`config.mk`:
```
export PLATFORM = sky130hd
export DESIGN_NAME = humidity_temp_frame_checker_unit
export DESIGN_NICKNAME = d
export VERILOG_FILES = /design/src/rtl/htfc_pkg.sv /design/src/rtl/htfc_frame_track.sv /design/src/rtl/htfc_rsp_fifo.sv /design/src/rtl/humidity_temp_frame_checker_unit.sv
export SDC_FILE = /design/constraint.sdc
export NUM_CORES = 1
export LEC_CHECK = 0
export ABC_AREA = 0
export BUFFER_PORTS_ARGS = -buffer_cell sky130_fd_sc_hd__buf_4
export CAP_MARGIN = 40
export CORE_AREA = 4 4 145 147
export DETAILED_ROUTE_END_ITERATION = 12
export DIE_AREA = 0 0 149 151
export PLACE_DENSITY = 0.6
export SLEW_MARGIN = 20
export SYNTH_ARGS = -nofsm -noshare
export SYNTH_HDL_FRONTEND = slang
export SYNTH_SLANG_ARGS = --single-unit
```
`constraint.sdc`:
```
create_clock -name clock -period 13.7 [get_ports clock]
set_clock_uncertainty 0.1 [all_clocks]
set_input_delay 2.055 -clock clock [delete_from_list [all_inputs] [get_ports clock]]
set_output_delay 2.055 -clock clock [all_outputs]
set_load 0.01 [all_outputs]
```
`src/rtl/htfc_pkg.sv`:
```
// package for the humidity/temperature frame checker
// holds result codes, frame constants, the result record and the crc-8 byte step
// no dependencies
`default_nettype none

package htfc_pkg;

   // result codes
   typedef enum logic [1:0] {
      OUTCOME_OK      = 2'd0,
      OUTCOME_CRC_ERR = 2'd1,
      OUTCOME_BUSY    = 2'd2
   } outcome_type;

   // crc-8 definition
   localparam logic [7:0] CRC_POLY = 8'h31;
   localparam logic [7:0] CRC_INIT = 8'hFF;

   // poll byte busy flag position
   localparam int BUSY_BIT = 7;

   // frame positions: 0 idle, 1..7 next byte is frame byte (position - 1)
   localparam logic [3:0] POS_IDLE      = 4'd0;
   localparam logic [3:0] POS_FIRST     = 4'd1;
   localparam logic [3:0] POS_FIRST_PAY = 4'd2;
   localparam logic [3:0] POS_LAST_CRC  = 4'd6;
   localparam logic [3:0] POS_LAST      = 4'd7;

   // result buffer depth
   localparam int RSP_DEPTH = 3;
   localparam int RSP_PTR_W = $clog2(RSP_DEPTH);
   localparam int RSP_CNT_W = $clog2(RSP_DEPTH + 1);

   typedef struct packed {
      logic [1:0]  outcome;
      logic [19:0] humidity_raw;
      logic [19:0] temperature_raw;
   } result_type;

   typedef struct packed {
      logic       valid;
      result_type result;
   } push_type;

   // one byte of crc-8, msb first
   function automatic logic [7:0] crc8_byte(input logic [7:0] crc, input logic [7:0] b);
      logic [7:0] c;
      c = crc ^ b;
      for (int k = 0; k < 8; k++) begin
         if (c[7]) begin
            c = {c[6:0], 1'b0} ^ CRC_POLY;
         end else begin
            c = {c[6:0], 1'b0};
         end
      end
      return c;
   endfunction

endpackage

`default_nettype wire

```
`src/rtl/htfc_frame_track.sv`:
```
// input register and frame tracker: crc, payload capture and result decision
// uses htfc_pkg
`default_nettype none

module htfc_frame_track (
   input  wire logic              clock,
   input  wire logic              reset,
   input  wire logic              accept,
   input  wire logic [7:0]        rx_byte,
   input  wire logic              frame_start,
   output logic                   busy_slot,
   output htfc_pkg::push_type     push
);

   logic        in_valid_ff, in_valid_in;
   logic [7:0]  in_byte_ff;
   logic        in_start_ff;
   logic [3:0]  pos_ff, pos_in;
   logic [7:0]  crc_ff, crc_in;
   logic [39:0] payload_ff, payload_in;

   // input register
   assign in_valid_in = accept;

   always_ff @(posedge clock) begin
      if (reset) begin
         in_valid_ff <= 1'b0;
      end else begin
         in_valid_ff <= in_valid_in;
      end
      if (accept) begin
         in_byte_ff  <= rx_byte;
         in_start_ff <= frame_start;
      end
   end

   assign busy_slot = in_valid_ff;

   // frame state registers
   always_ff @(posedge clock) begin
      if (reset) begin
         pos_ff     <= htfc_pkg::POS_IDLE;
         crc_ff     <= htfc_pkg::CRC_INIT;
         payload_ff <= '0;
      end else begin
         pos_ff     <= pos_in;
         crc_ff     <= crc_in;
         payload_ff <= payload_in;
      end
   end

   // next state and result for the registered byte
   always_comb begin
      pos_in      = pos_ff;
      crc_in      = crc_ff;
      payload_in  = payload_ff;
      push        = '0;
      if (in_valid_ff) begin
         if (in_start_ff) begin
            // poll byte, also restarts a partial frame
            crc_in     = htfc_pkg::CRC_INIT;
            payload_in = '0;
            if (in_byte_ff[htfc_pkg::BUSY_BIT]) begin
               pos_in              = htfc_pkg::POS_IDLE;
               push.valid          = 1'b1;
               push.result.outcome = htfc_pkg::OUTCOME_BUSY;
            end else begin
               pos_in = htfc_pkg::POS_FIRST;
            end
         end else if (pos_ff == htfc_pkg::POS_IDLE || pos_ff > htfc_pkg::POS_LAST) begin
            // stray byte while idle
            pos_in = htfc_pkg::POS_IDLE;
         end else if (pos_ff <= htfc_pkg::POS_LAST_CRC) begin
            crc_in = htfc_pkg::crc8_byte(crc_ff, in_byte_ff);
            if (pos_ff >= htfc_pkg::POS_FIRST_PAY) begin
               payload_in = {payload_ff[31:0], in_byte_ff};
            end
            pos_in = pos_ff + 4'd1;
         end else begin
            // last byte carries the crc
            pos_in     = htfc_pkg::POS_IDLE;
            push.valid = 1'b1;
            if (crc_ff != in_byte_ff) begin
               push.result.outcome = htfc_pkg::OUTCOME_CRC_ERR;
            end else begin
               push.result.outcome         = htfc_pkg::OUTCOME_OK;
               push.result.humidity_raw    = payload_ff[39:20];
               push.result.temperature_raw = payload_ff[19:0];
            end
         end
      end
   end

endmodule

`default_nettype wire

```
`src/rtl/htfc_rsp_fifo.sv`:
```
// small result buffer between the frame tracker and the result channel
// uses htfc_pkg
`default_nettype none

module htfc_rsp_fifo (
   input  wire logic                          clock,
   input  wire logic                          reset,
   input  wire htfc_pkg::push_type            push,
   input  wire logic                          pop,
   output logic                               not_empty,
   output htfc_pkg::result_type               head,
   output logic [htfc_pkg::RSP_CNT_W-1:0]     count
);

   localparam int PtrW = htfc_pkg::RSP_PTR_W;
   localparam int CntW = htfc_pkg::RSP_CNT_W;
   localparam logic [PtrW-1:0] LastIdx = PtrW'(htfc_pkg::RSP_DEPTH - 1);

   htfc_pkg::result_type mem_ff [htfc_pkg::RSP_DEPTH];
   logic [PtrW-1:0] wr_ptr_ff, wr_ptr_in;
   logic [PtrW-1:0] rd_ptr_ff, rd_ptr_in;
   logic [CntW-1:0] count_ff, count_in;
   logic            do_pop;

   assign do_pop = pop && (count_ff != '0);

   // pointer and fill count update
   always_comb begin
      wr_ptr_in = wr_ptr_ff;
      rd_ptr_in = rd_ptr_ff;
      count_in  = count_ff;
      if (push.valid) begin
         wr_ptr_in = (wr_ptr_ff == LastIdx) ? '0 : wr_ptr_ff + 1'b1;
      end
      if (do_pop) begin
         rd_ptr_in = (rd_ptr_ff == LastIdx) ? '0 : rd_ptr_ff + 1'b1;
      end
      if (push.valid && !do_pop) begin
         count_in = count_ff + 1'b1;
      end else if (!push.valid && do_pop) begin
         count_in = count_ff - 1'b1;
      end
   end

   always_ff @(posedge clock) begin
      if (reset) begin
         wr_ptr_ff <= '0;
         rd_ptr_ff <= '0;
         count_ff  <= '0;
      end else begin
         wr_ptr_ff <= wr_ptr_in;
         rd_ptr_ff <= rd_ptr_in;
         count_ff  <= count_in;
      end
   end

   // storage
   always_ff @(posedge clock) begin
      if (push.valid) begin
         mem_ff[wr_ptr_ff] <= push.result;
      end
   end

   assign not_empty = (count_ff != '0);
   assign head      = mem_ff[rd_ptr_ff];
   assign count     = count_ff;

endmodule

`default_nettype wire

```
`src/rtl/humidity_temp_frame_checker_unit.sv`:
```
// top level of the humidity/temperature sensor frame checker
// uses htfc_pkg, htfc_frame_track, htfc_rsp_fifo
//
// usage:
//   req channel: one sensor byte per item (req_rx_byte) with req_frame_start
//   marking the status poll byte. a busy poll byte yields a busy result; an
//   idle poll byte opens a 7-byte frame, crc-8 (0x31, init 0xff) runs over
//   frame bytes 0..5 and byte 6 is compared against it.
//   rsp channel: one result per busy poll or completed frame, with outcome,
//   20-bit raw humidity and 20-bit raw temperature (zero unless outcome ok).
//   throughput: one byte per cycle, sustained while rsp_ready is high; the
//   crc step is a single unrolled byte update between the input register and
//   the result buffer. path: an accepted byte is held in the input register,
//   and its result is then written into the buffer that drives the rsp port.
//   stalls: results sit in a 3-entry buffer; req_ready drops only when the
//   buffer plus the byte in flight could fill it, and never depends on
//   rsp_ready in the same cycle.
//   reset: synchronous; clears the frame position (idle), the crc and the
//   buffer, so no result is pending afterwards.
`default_nettype none

module humidity_temp_frame_checker_unit (
   input  wire logic        clock,
   input  wire logic        reset,
   input  wire logic        req_valid,
   output logic             req_ready,
   input  wire logic [7:0]  req_rx_byte,
   input  wire logic        req_frame_start,
   output logic             rsp_valid,
   input  wire logic        rsp_ready,
   output logic [1:0]       rsp_outcome,
   output logic [19:0]      rsp_humidity_raw,
   output logic [19:0]      rsp_temperature_raw
);

   localparam int CntW = htfc_pkg::RSP_CNT_W;

   logic                              accept;
   logic                              busy_slot;
   htfc_pkg::push_type                push;
   htfc_pkg::result_type              head;
   logic [CntW-1:0]                   count;
   logic [CntW:0]                     committed;

   // room for the buffered results, the byte in flight and this one
   assign committed = {1'b0, count} + {{CntW{1'b0}}, busy_slot};
   assign req_ready = (committed <= (CntW+1)'(htfc_pkg::RSP_DEPTH - 1));
   assign accept    = req_valid && req_ready;

   htfc_frame_track u_track (
      .clock       (clock),
      .reset       (reset),
      .accept      (accept),
      .rx_byte     (req_rx_byte),
      .frame_start (req_frame_start),
      .busy_slot   (busy_slot),
      .push        (push)
   );

   htfc_rsp_fifo u_fifo (
      .clock     (clock),
      .reset     (reset),
      .push      (push),
      .pop       (rsp_ready),
      .not_empty (rsp_valid),
      .head      (head),
      .count     (count)
   );

   assign rsp_outcome         = head.outcome;
   assign rsp_humidity_raw    = head.humidity_raw;
   assign rsp_temperature_raw = head.temperature_raw;

endmodule

`default_nettype wire

```
# Yosys cells after proc, flatten, opt, wreduce, memory -nomap -nowiden
# Memories as Yosys holds them, arrays and structs flattened. A register that Yosys moved wholly into a read port is not among the register bits.
# Cells that the tools add are included.
# W data, S select, Z words.
[totals] ff_bits=68 mem_bits_rw=126 input_bits=13 output_inout_bits=44 word_cells=110 n_memories=1
[mem_list] name="u_fifo.mem_ff" depth=3 word_bits=42 read_ports=1 rd_clocked_by_memory_dff=1 wr=1 line_no="htfc_rsp_fifo.sv:19" text="htfc_pkg::result_type mem_ff [htfc_pkg::RSP_DEPTH];"
[op_classes] add_sub_neg=6 n_lt_le_gt_ge=4 n_eq_ne=4 n_mux=63 bitwise=9 n_reduce_logical=14
[op_table] cell="$mux W8" n=31
[op_table] cell="$mux W40" n=6
[op_table] cell="$mux W43" n=3
[op_table] cell="$mux W6" n=8
[op_table] cell="$not A3 Y3" n=8
[op_table] cell="$mux W2" n=6
[op_table] cell="$mux W4" n=3
[op_table] cell="$ne A8 B8 Y1" n=1
[op_table] cell="$reduce_bool A2 Y1" n=4
[op_table] cell="$xor A8 B8 Y8" n=1
[op_table] cell="$add A2 B1 Y2 const B" n=3
[op_table] cell="$mux W3" n=2
[op_table] cell="$add A4 B1 Y4 const B" n=1
[op_table] cell="$eq A2 B2 Y1 const B" n=2
[op_table] cell="$ge A4 B2 Y1 const B" n=1
[op_table] cell="$gt A4 B3 Y1 const B" n=1
[op_table] cell="$le A4 B3 Y1 const B" n=1
[op_table] cell="$logic_and A1 B1 Y1" n=4
[op_table] cell="$logic_not A4 Y1" n=1
[op_table] cell="$mux W1" n=4
[op_table] cell="$reduce_and A4 Y1" n=1
[op_table] cell="$add A2 B1 Y3" n=1
[op_table] cell="$le A3 B2 Y1 const B" n=1
[op_table] cell="$reduce_and A3 Y1" n=1
[op_table] cell="other kinds (4)" n=5

# Longest topological paths before layout
# Gate-level depths: netlist of the first run.
[depth] depth_word=48 mapped_depth=9 ltp_nobuf=9

# Cells and area by module
# Synthesis of the first run repeated with hierarchy kept, for this count alone.
[unflattened] cells_unflattened=642 hier_area_um2=7926.4
[modules_own_cells] module="htfc_rsp_fifo" instances=1 cells_per_inst=299 area_per_inst_um2=4954.8 seq_area_each_um2=3943.8
[modules_own_cells] module="htfc_frame_track" instances=1 cells_per_inst=333 area_per_inst_um2=2895.3 seq_area_each_um2=1331.3
[modules_own_cells] module="humidity_temp_frame_checker_unit" instances=1 cells_per_inst=10 area_per_inst_um2=76.3 seq_area_each_um2=0.0

# Worst setup path before layout of the first run
# Ideal clock, no wire load.
[synth_path] kind="register -> register" from="register u_track.pos_ff[0]" to="memory u_fifo.mem_ff[2][0] (netlist name), enable pin" setup_ns=0.502 arrival_ns=4.042 required_time_ns=13.098 path_slack_ns=9.055 path_stages_with_launch=6 n_path_buf=0 synth_period_minus_slack_ns=4.645 path_cell_list="dfxtp_1 > inv_1 > ha_1 > nor2_1 > a31oi_1 > nor3b_1"
[synth_via] elab_chain_len=7 elab_cells_between_ends=10 classes_between="order compare: 2; mux: 6; reduce/logical: 2"
[synth_rtl] element="start: declaration" line_no="htfc_frame_track.sv:18" text="logic [3:0] pos_ff, pos_in;"
[synth_rtl] element="start signal: assignment" line_no="htfc_frame_track.sv:42" text="pos_ff <= htfc_pkg::POS_IDLE;"
[synth_rtl] element="start signal: assignment" line_no="htfc_frame_track.sv:46" text="pos_ff <= pos_in;"
[synth_rtl] element="$le A4 B3 Y1, or another cell as far along" line_no="htfc_frame_track.sv:73" text="end else if (pos_ff <= htfc_pkg::POS_LAST_CRC) begin"
[synth_rtl] element="$mux W43 or $logic_or A1 B1 Y1 (tied branches)" line_no="htfc_frame_track.sv:73, htfc_frame_track.sv:70"
[synth_rtl] element="$mux W43 *" line_no="htfc_frame_track.sv:70" text="end else if (pos_ff == htfc_pkg::POS_IDLE || pos_ff > htfc_pkg::POS_LAST) begin"
[synth_rtl] element="$mux W3 *" line_no="htfc_frame_track.sv:59" text="if (in_start_ff) begin"
[synth_rtl] element="$mux W43 *" line_no="htfc_frame_track.sv:58" text="if (in_valid_ff) begin"
[synth_rtl] element="$mux W1 *" line_no="htfc_rsp_fifo.sv:59" text="if (push.valid) begin"
[synth_rtl] element="$mux W1 (not written as such) *" line_no="htfc_rsp_fifo.sv:60" text="mem_ff[wr_ptr_ff] <= push.result;"
[synth_rtl] element="end: declaration" line_no="htfc_rsp_fifo.sv:19"
# Every way passes the cells marked *; elsewhere a longest branch is shown, timed or not.

==> results by group, run 1 <==
Worst setup path
  – RR Endpoint: u_fifo.mem_ff[1][6]
  – R2r startpoint: u_track.busy_slot
  – Crit path max fanout: 30
  – CP bufs+invs: 2
  – Crit path arrival time: approximately 2.3 ns
  – CP delay by family, top: buffers and inverters
  – Critical Path Most Common Cell: buf_4
  – CP startpoint kind: flip-flop
  – Setup crit end kind: output port
  – Worst endpoint required time: around 12 ns
  – Cells along the critical path: buf_4 -> mux2i_1 -> o21ai_0 -> buf_4
  – Slowest-stage cell, CP: dfxtp_2
  – FF-to-FF path depth: 6
  – CP max stage delay: roughly 0.58 ns
  – R2R setup slack: 10.75 ns
  – WS Path Type: flip-flop to output port

Clocking
  – Hold-fix buffers at CTS: 0
  – Clock sink total: between 150 and 200
  – Post-CTS setup buffer count: 0
  – CTS Root Cell: clkbuf_16
  – CTS tree: yes
  – Bufs on Longest Clock Path: 2
  – Skew-Pair Late Insertion Delay: 0.43 ns
  – Clock transition at the registers of the reported paths: approximately 0.07 ns
  – H-tree Lvls: 4
  – Post-CTS Resized: 0
  – CTS Buf Count: 17

Route
  – 1st-pass router iterations: 5
  – WL/cell: about 17 um
  – DRT antenna net count: 0
  – Vias per inst: ~5
  – Iteration-0 DRC count of the detailed router: 343
  – Routed via count: 4,597
  – Remaining routing DRC violations: 0
  – Routed wire length: 15.3 mm

Yosys
  – Cells after Synth: slightly below 600
  – Main synth FF type: edfxtp_1
  – Asr flop ratio synth: 0
  – Netlist cell types: between 40 and 50
  – Synthesized net count: 613
  – Cell Area, Synth: about 0.0078 mm2
  – Syn_area_per_cell: approximately 13 um2
  – Synth top area cells: edfxtp_1 52%, dfxtp_1 16%, mux2i_1 5.4%
  – Number of enable flip-flop cells after synthesis: 135
  – Largest area contributor in the netlist: edfxtp_1
  – Sequential share of the synthesized area: 0.677
  – Synthesis-stage register bit count: roughly 200
  – Post-synth top area share: 0.520
  – Ys Warns: 0

Global routing
  – Total Routing Usage GR: 0.140
  – First-pass GRT wire length: approximately 24 mm
  – Overflow after GRT: 0
  – Number of global-route vias before repair: between 4,000 and 5,000
  – Largest net degree at the start of global routing: 85
  – Antenna violations before repair: 0

Final layout
  – Most frequent cells in the layout: 135 x edfxtp_1, 63 x buf_4, 59 x dfxtp_1
  – Nets@finish: roughly 660
  – Non-Filler Instances: 925
  – Commonest non-fill, non-tap cell in the layout: edfxtp_1
  – Diode count: 0
  – Fillers: around 1,900
  – Layout cell share with drive strength beyond 1: 0.162
  – Synth-to-Final Area Change: 16.3%

Status
  – Status: complete, no violations

Place
  – Detailed placer's ending HPWL: ~9.5 mm
  – Worst slack at placement: approximately 9.7 ns
  – PortBufs: 56
  – GPL Wtd Cong: between 0.7 and 0.8
  – Cells after DPL: around 890

STA
  – RSZ-0062 raised after global routing: no
  – Setup violations, final: 0
  – Fin crit share: 0.326
  – Final setup TNS: 0 ns
  – Slew HR: 0.495
  – Tmin final: between 4 and 5 ns
  – Hold Vio Cnt, Final: 0
  – Max-slew violations: 0
  – Worst-Margin Slew: roughly 0.76 ns
  – Fmax: approximately 220 MHz
  – Final WS setup: around 9.2 ns

Floorplanning
  – Die X-Extent: 149 um
  – Die area: around 0.022 mm2
  – Starting Density: 0.391
  – Core area: about 0.02 mm2
  – I/O pin count: 57
  – Die Ht: between 150 and 200 um
  – # rows: between 50 and 60

Power and ir drop
  – PD cells: 156 mW/mm2
  – Comb power frac: 0.171
  – Pleak: just over 0.003 uW
  – Int Pwr: around 1100 uW
  – Clock share of power: 0.351
  – Net Sw Frac: 0.253
  – Worst VDD drop: slightly below 0.09 mV
  – Net Sw Power: roughly 360 uW
  – Register share of total power: 0.478

Min path
  – Cell depth of the worst hold path: 2
  – Hold Path Sink: u_track.payload_ff[38]
  – Hold wc startpoint: u_track.payload_ff[38]
  – Hold crit path type: flip-flop to flip-flop

Job
  – Max Cap Viol: 0
## worst max path at each step
stage	start	end	slack (ns)	depth (start not counted)
3_5_place_dp	flip-flop	rsp_outcome[1]	9.68	4
6_report	flip-flop	rsp_outcome[1]	9.24	4
4_1_cts	flip-flop	rsp_outcome[1]	9.20	4
2_1_floorplan	u_track.pos_ff[0]	u_fifo.mem_ff[2][0]	9.06	5
3_3_place_gp	flip-flop	rsp_outcome[1]	9.70	4
5_1_grt	flip-flop	rsp_outcome[1]	9.12	4
## sequential cells by signal (all words and copies together), names as in the netlist, named ones only
name and cells:
u_track.in_byte_ff 8, u_fifo.count 2, u_fifo.mem_ff 126, u_track.in_start_ff 1, u_track.crc_ff 8, u_fifo.rd_ptr_ff 2
u_fifo.wr_ptr_ff 2, u_track.payload_ff 40, u_track.busy_slot 1, u_track.pos_ff 4
## tightest hold or removal path, cell delays in order, from the launching register on
cell     delay [ns]
dfxtp_1        0.32
a22oi_1        0.06
nor2_1         0.08
## Yosys cell counts, types with 2 or more instances
cell type    n
edfxtp_1   135
dfxtp_1     61
nand2_1     55
nor2_1      51
o21ai_0     45
and2_1      44
mux2i_1     42
a22oi_1     40
clkbuf_1    19
xnor2_1     13
buf_2        9
inv_1        9
a21oi_1      8
ha_1         7
nor3_1       5
buf_6        4
xnor2_2      4
xor2_1       4
nand2b_1     3
nand3_1      3
o32a_1       3
a31oi_1      2
and3_1       2
buf_1        2
nand4_1      2
o2bb2ai_1    2
## power by group through the flow
stage,Sequential (uW),Combinational [uW],Clock [uW]
6_report,674,242,494
5_1_grt,677,266,529
4_1_cts,675,245,506
3_5_place_dp,688,243,0
3_3_place_gp,686,240,0
2_1_floorplan,675,169,0
## cell families (layout without fill, tap and decap cells)
family / Yosys count / count (layout) / synth area share
xor+xnor: 23 / 23 / 0.0339
compound gates: 108 / 108 / 0.0894
fa+ha+maj: 7 / 7 / 0.0112
flops: 196 / 196 / 0.677
buf+inv: 43 / 105 / 0.0260
simple gates: 174 / 174 / 0.109
mux: 42 / 42 / 0.0539
## per-stage QoR
stage	instance area [um2]	hold slack (ns)	util	power [uW]
2_1_floorplan	7790	0.357	-	845
3_3_place_gp	8450	0.364	0.425	926
3_5_place_dp	8450	0.384	0.425	931
4_1_cts	9040	0.399	0.454	1430
5_1_grt	9060	0.424	0.455	1470
6_report	9060	0.391	0.455	1410
## metal layers
metal,up-vias,part of all wire,global-route usage
met5,-,0,0
met3,10,0.039,0.0299
met2,92,0.51,0.238
met4,0,0.0092,0.0481
met1,2255,0.44,0.177
li1,2240,-,-
## cell type report
| cell class | instances | area [um2] | area share |
|---|---|---|---|
| Sequential cell | 196 | 5280 | 0.582 |
| Tap cell | 270 | 338 | 0.0373 |
| Clock buffer | 18 | 429 | 0.0474 |
| Clock inverter | 14 | 160 | 0.0177 |
| Timing Repair Buffer | 64 | 493 | 0.0544 |
| Inverter | 9 | 33.8 | 0.00373 |
| Multi-Input combinational cell | 354 | 2330 | 0.257 |
Power figures use the tool's default switching activity.
==> run 2: changes to the inputs <==
Clock period 13.7 ns to 4.2 ns, I/O delays scaled along.
==> run 2 against run 1 <==
Net effect: worst setup slack lost 8.0 ns; non-clock buffer count grew 2; sequential power grew to 3.3 times the previous value; wire length shrank 2.4%; sequential share of layout area shrank 0.25 points; final cell count grew 0.22%; first-iteration DRC count shrank 32%.
==> results by group, run 2 (synthesis gave the netlist of run 1 again) <==
Global routing
  – Number of global-route vias before repair: between 4,000 and 5,000
  – Largest net degree at the start of global routing: 59
  – Overflow after GRT: 0
  – Total Routing Usage GR: 0.138
  – Antenna violations before repair: 0
  – First-pass GRT wire length: roughly 24 mm

Final layout
  – Non-Filler Instances: 927
  – Biggest regs: u_fifo.mem_ff (126), u_track.payload_ff (40)
  – Fillers: approximately 1,800
  – Max reg flops: 126
  – Commonest non-fill, non-tap cell in the layout: edfxtp_1
  – Largest register by flop count: u_fifo.mem_ff
  – Layout cell share with drive strength beyond 1: 0.166
  – Diode count: 0
  – Most frequent cells in the layout: 135 x edfxtp_1, 65 x buf_4, 59 x dfxtp_1
  – Reg area: ~0.0053 mm2
  – Nets@finish: between 600 and 700
  – Synth-to-Final Area Change: 16.8%
  – Multi-input logic area: between 0.002 and 0.0025 mm2

Floorplanning
  – Die Ht: about 150 um
  – # rows: between 50 and 60
  – Die X-Extent: approximately 150 um
  – Starting Density: 0.391
  – Core area: 0.0199 mm2
  – I/O pin count: 57
  – Die area: 0.0225 mm2

Power and ir drop
  – Worst VDD drop: around 0.32 mV
  – PD cells: between 500 and 600 mW/mm2
  – Pleak: about 0.0031 uW

Worst setup path
  – Crit path to: rsp_humidity_raw[8]
  – Crit path arrival time: about 2.2 ns
  – Setup crit end kind: output port
  – Cells along the critical path: buf_4 -> mux2i_1 -> o21ai_0 -> buf_4
  – CP startpoint kind: flip-flop
  – Slowest-stage cell, CP: dfxtp_2
  – CP max stage delay: 0.71 ns
  – WS Path Type: flip-flop to output port
  – Critical Path Most Common Cell: buf_4
  – RR Endpoint: u_fifo.mem_ff[0][21]
  – Crit path max fanout: 25
  – Worst endpoint required time: 3.47 ns
  – R2r startpoint: u_track.busy_slot
  – R2R setup slack: 1.59 ns
  – FF-to-FF path depth: 4

STA
  – Setup violations, final: 0
  – Worst-Margin Slew: about 0.79 ns
  – Fin crit share: 0.702
  – Hold Vio Cnt, Final: 0
  – Slew HR: 0.471
  – Fmax: between 300 and 400 MHz
  – Max-slew violations: 0
  – RSZ-0062 raised after global routing: no
  – Final setup TNS: 0 ns
  – Tmin final: around 3.0 ns

Route
  – Remaining routing DRC violations: 0
  – WL/cell: ~16 um
  – 1st-pass router iterations: 4
  – Routed via count: between 4,000 and 5,000
  – Vias per inst: around 5
  – DRT antenna net count: 0
  – Iteration-0 DRC count of the detailed router: approximately 230
  – Routed wire length: approximately 15 mm

Clocking
  – CTS Buf Count: 17
  – Clock transition at the registers of the reported paths: roughly 0.070 ns
  – Hold-fix buffers at CTS: 0
  – Bufs on Longest Clock Path: 2
  – H-tree Lvls: 4
  – Post-CTS setup buffer count: 0
  – CTS Root Cell: clkbuf_16
  – Post-CTS Resized: 0
  – CTS tree: yes
  – Clock sink total: ~200
  – Skew-Pair Late Insertion Delay: between 0.4 and 0.5 ns

Job
  – Max Cap Viol: 0

Status
  – Status: complete, no violations

Place
  – Cells after DPL: roughly 890
  – Detailed placer's ending HPWL: between 9 and 10 mm
  – GPL Wtd Cong: 0.770
  – PortBufs: between 50 and 60

Min path
  – Hold crit path type: input port to flip-flop
[run 2: changes by cell type in the layout (fill, tap and decap cells not counted), moves of 2 or more]
cell / delta
clkbuf_1: +2
buf_4: +2
inv_6: +2
clkinv_1: -3
[run 2: layout make-up]
class	instances	area share
inverters	9	0.00371
well taps	270	0.0371
multi-input cells	354	0.257
clock buffers	21	0.0495
repair buffers	66	0.0558
clock inverters	11	0.0165
flip-flops and latches	196	0.580
[run 2: how the worst min path moves through the flow]
| stage | startpoint | endpoint | cells past startpoint |
|---|---|---|---|
| CTS | req_frame_start | u_track.in_start_ff | 1 |
| detailed placement | u_track.payload_ff[39] | u_track.payload_ff[39] | 2 |
| global placement | u_fifo.rd_ptr_ff[0] | flip-flop | 2 |
| finish | req_rx_byte[1] | u_track.in_byte_ff[1] | 1 |
| floorplan | u_track.payload_ff[32] | u_track.payload_ff[32] | 2 |
| global route | req_rx_byte[3] | u_track.in_byte_ff[3] | 1 |
[run 2: through the flow]
stage / instance area [um2] / setup WS [ns] / utilization / hold WS [ns] / total power, uW
after floorplan: 7800 / 1.03 / - / 0.357 / 2750
after global placement: 8480 / 1.63 / 0.426 / 0.366 / 3020
after detailed placement: 8480 / 1.56 / 0.426 / 0.378 / 3040
after CTS: 9080 / 1.15 / 0.456 / 0.252 / 4680
after global routing: 9100 / 1.04 / 0.457 / 0.260 / 4830
final: 9100 / 1.25 / 0.457 / 0.275 / 4630
[run 2: critical path: cells and delay by family, from the launching register on]
kind,cells,cell delay [ns]
DFF,1,0.71
AOI/OAI and AO/OA,1,0.12
muxes,1,0.24
buffers and inverters,2,0.71
[run 2: report_power, final]
group / internal [uW] / switching [uW] / total [uW] / leakage, uW
Sequential: 2120 / 89.0 / 2210 / 0.00171
Clock: 959 / 679 / 1640 / 0.000289
Combinational: 383 / 396 / 778 / 0.00105
Total: 3460 / 1160 / 4630 / 0.00305
[run 2: per-layer routing]
layer / share of wire / vias to the layer above / global-route usage
met5: 0 / - / 0
met1: 0.45 / 2307 / 0.177
met2: 0.50 / 76 / 0.233
met4: 0.013 / 0 / 0.0462
met3: 0.036 / 16 / 0.0302
li1: - / 2248 / -
==> run 3: changes to the inputs <==
Clock period 4.2 ns to 2.95 ns, I/O delays scaled along.
==> run 3 against run 2 <==
Net effect: clock power increased by 37%; register-to-register slack got worse by 0.89 ns; final area rose by 0.15%; total power rose by 41%; sequential power up 43%; critical endpoint is now rsp_humidity_raw[19]; largest cell class unchanged; highest routed layer unchanged.
==> results by group, run 3 (synthesis gave the netlist of run 1 again) <==
Route
  – Vias per inst: roughly 5.0
  – WL/cell: around 16 um
  – 1st-pass router iterations: 5
  – Remaining routing DRC violations: 0
  – DRT antenna net count: 0
  – Routed wire length: between 15 and 20 mm
  – Routed via count: 4,646
  – Iteration-0 DRC count of the detailed router: 308

Clocking
  – Skew-Pair Late Insertion Delay: 0.43 ns
  – Post-CTS Resized: 0
  – Bufs on Longest Clock Path: 2
  – Hold-fix buffers at CTS: 0
  – Clock transition at the registers of the reported paths: 0.07 ns
  – CTS Root Cell: clkbuf_16
  – CTS Buf Count: 17
  – Post-CTS setup buffer count: 0
  – CTS tree: yes
  – Clock sink total: 196
  – H-tree Lvls: 4

Power and ir drop
  – Worst VDD drop: between 0.4 and 0.5 mV
  – Pleak: about 0.0030 uW
  – PD cells: 716 mW/mm2

Floorplanning
  – Starting Density: 0.391
  – Die X-Extent: around 150 um
  – # rows: 52
  – I/O pin count: 57
  – Die area: approximately 0.022 mm2
  – Die Ht: about 150 um
  – Core area: roughly 0.020 mm2

Final layout
  – Max reg flops: 126
  – Largest register by flop count: u_fifo.mem_ff
  – Layout cell share with drive strength beyond 1: 0.171
  – Nets@finish: 667
  – Commonest non-fill, non-tap cell in the layout: edfxtp_1
  – Most frequent cells in the layout: 135 x edfxtp_1, 67 x buf_4, 59 x dfxtp_1
  – Non-Filler Instances: 930
  – Diode count: 0
  – Synth-to-Final Area Change: 17.0%
  – Biggest regs: u_fifo.mem_ff (126), u_track.payload_ff (40)

Status
  – Status: complete, no violations

Place
  – PortBufs: 56
  – GPL Wtd Cong: 0.764
  – Detailed placer's ending HPWL: 9.43 mm
  – Cells after DPL: 898

STA
  – Fin crit share: 0.910
  – Worst-Margin Slew: between 0.6 and 0.7 ns
  – Fmax: between 300 and 400 MHz
  – Final setup TNS: 0 ns
  – Hold Vio Cnt, Final: 0
  – Setup violations, final: 0
  – RSZ-0062 raised after global routing: no
  – Max-slew violations: 0
  – Hold slack: approximately 0.091 ns
  – Slew HR: 0.556
  – Tmin final: about 2.7 ns

Worst setup path
  – Crit path arrival time: about 2.1 ns
  – CP max stage delay: between 0.7 and 0.8 ns
  – Cells along the critical path: buf_4 -> mux2i_1 -> o21ai_0 -> buf_4
  – Worst endpoint required time: ~2.4 ns
  – Setup crit end kind: output port
  – WS Path Type: flip-flop to output port
  – Crit path max fanout: 18
  – Critical Path Most Common Cell: buf_4
  – CP startpoint kind: flip-flop
  – Slowest-stage cell, CP: dfxtp_2

Min path
  – Hold crit path type: input port to flip-flop

Global routing
  – Total Routing Usage GR: 0.141
  – Antenna violations before repair: 0
  – Largest net degree at the start of global routing: a little under 60
  – Number of global-route vias before repair: approximately 4,600
  – First-pass GRT wire length: approximately 25 mm
  – Overflow after GRT: 0

Job
  – Max Cap Viol: 0
-- run 3: cell count changes in the layout (fill, tap and decap cells not counted), sizes merged --
cell / before / now
buf: 66 / 69
bufinv: 3 / 2
clkbuf: 21 / 17
clkinv: 2 / 4
clkinvlp: 2 / 5
-- run 3: stage by stage --
| stage | setup WS [ns] | total power, uW | utilization | cell area, um2 |
|---|---|---|---|---|
| after floorplan | -0.223 | 3920 | - | 7800 |
| after detailed placement | 0.618 | 4360 | 0.429 | 8540 |
| final | 0.266 | 6530 | 0.458 | 9110 |
| after global placement | 0.618 | 4350 | 0.429 | 8540 |
| after global routing | 0.0822 | 6820 | 0.458 | 9110 |
| after CTS | 0.143 | 6600 | 0.458 | 9110 |
-- run 3: where the power goes --
part / switching, uW / total (uW) / internal (uW)
clock: 992 / 2240 / 1250
sequential: 131 / 3150 / 3020
combinational: 573 / 1130 / 561
-- run 3: cell type report --
class	count	area [um2]
Fill cell	1833	10800
Sequential cell	196	5280
Multi-Input combinational cell	354	2340
Timing Repair Buffer	69	543
Clock buffer	17	425
Tap cell	270	338
Clock inverter	15	154
Inverter	9	33.8
-- run 3: metal layers --
metal  wire length (um)  track usage  vias to the layer above
met5                  0            0                        -
met4                217       0.0517                        0
met2               7380        0.229                       90
li1                   -            -                     2258
met3                625       0.0302                       16
met1               6980        0.189                     2282
-- run 3: critical path, delay by kind of cell (launching register included) --
| kind | cells | cell delay [ns] |
|---|---|---|
| buf+inv | 2 | 0.54 |
| flops | 1 | 0.76 |
| compound gates | 1 | 0.32 |
| mux | 1 | 0.09 |
-- run 3: final timing paths --
| kind | startpoint | to | slack [ns] | depth (start not counted) |
|---|---|---|---|---|
| max | flip-flop | rsp_humidity_raw[19] | 0.27 | 4 |
| min | req_frame_start | u_track.in_start_ff | 0.09 | 1 |
| max reg2reg | u_track.busy_slot | u_fifo.mem_ff[1][26] | 0.70 | 7 |
| min reg2reg | u_fifo.rd_ptr_ff[0] | flip-flop | 0.39 | 2 |
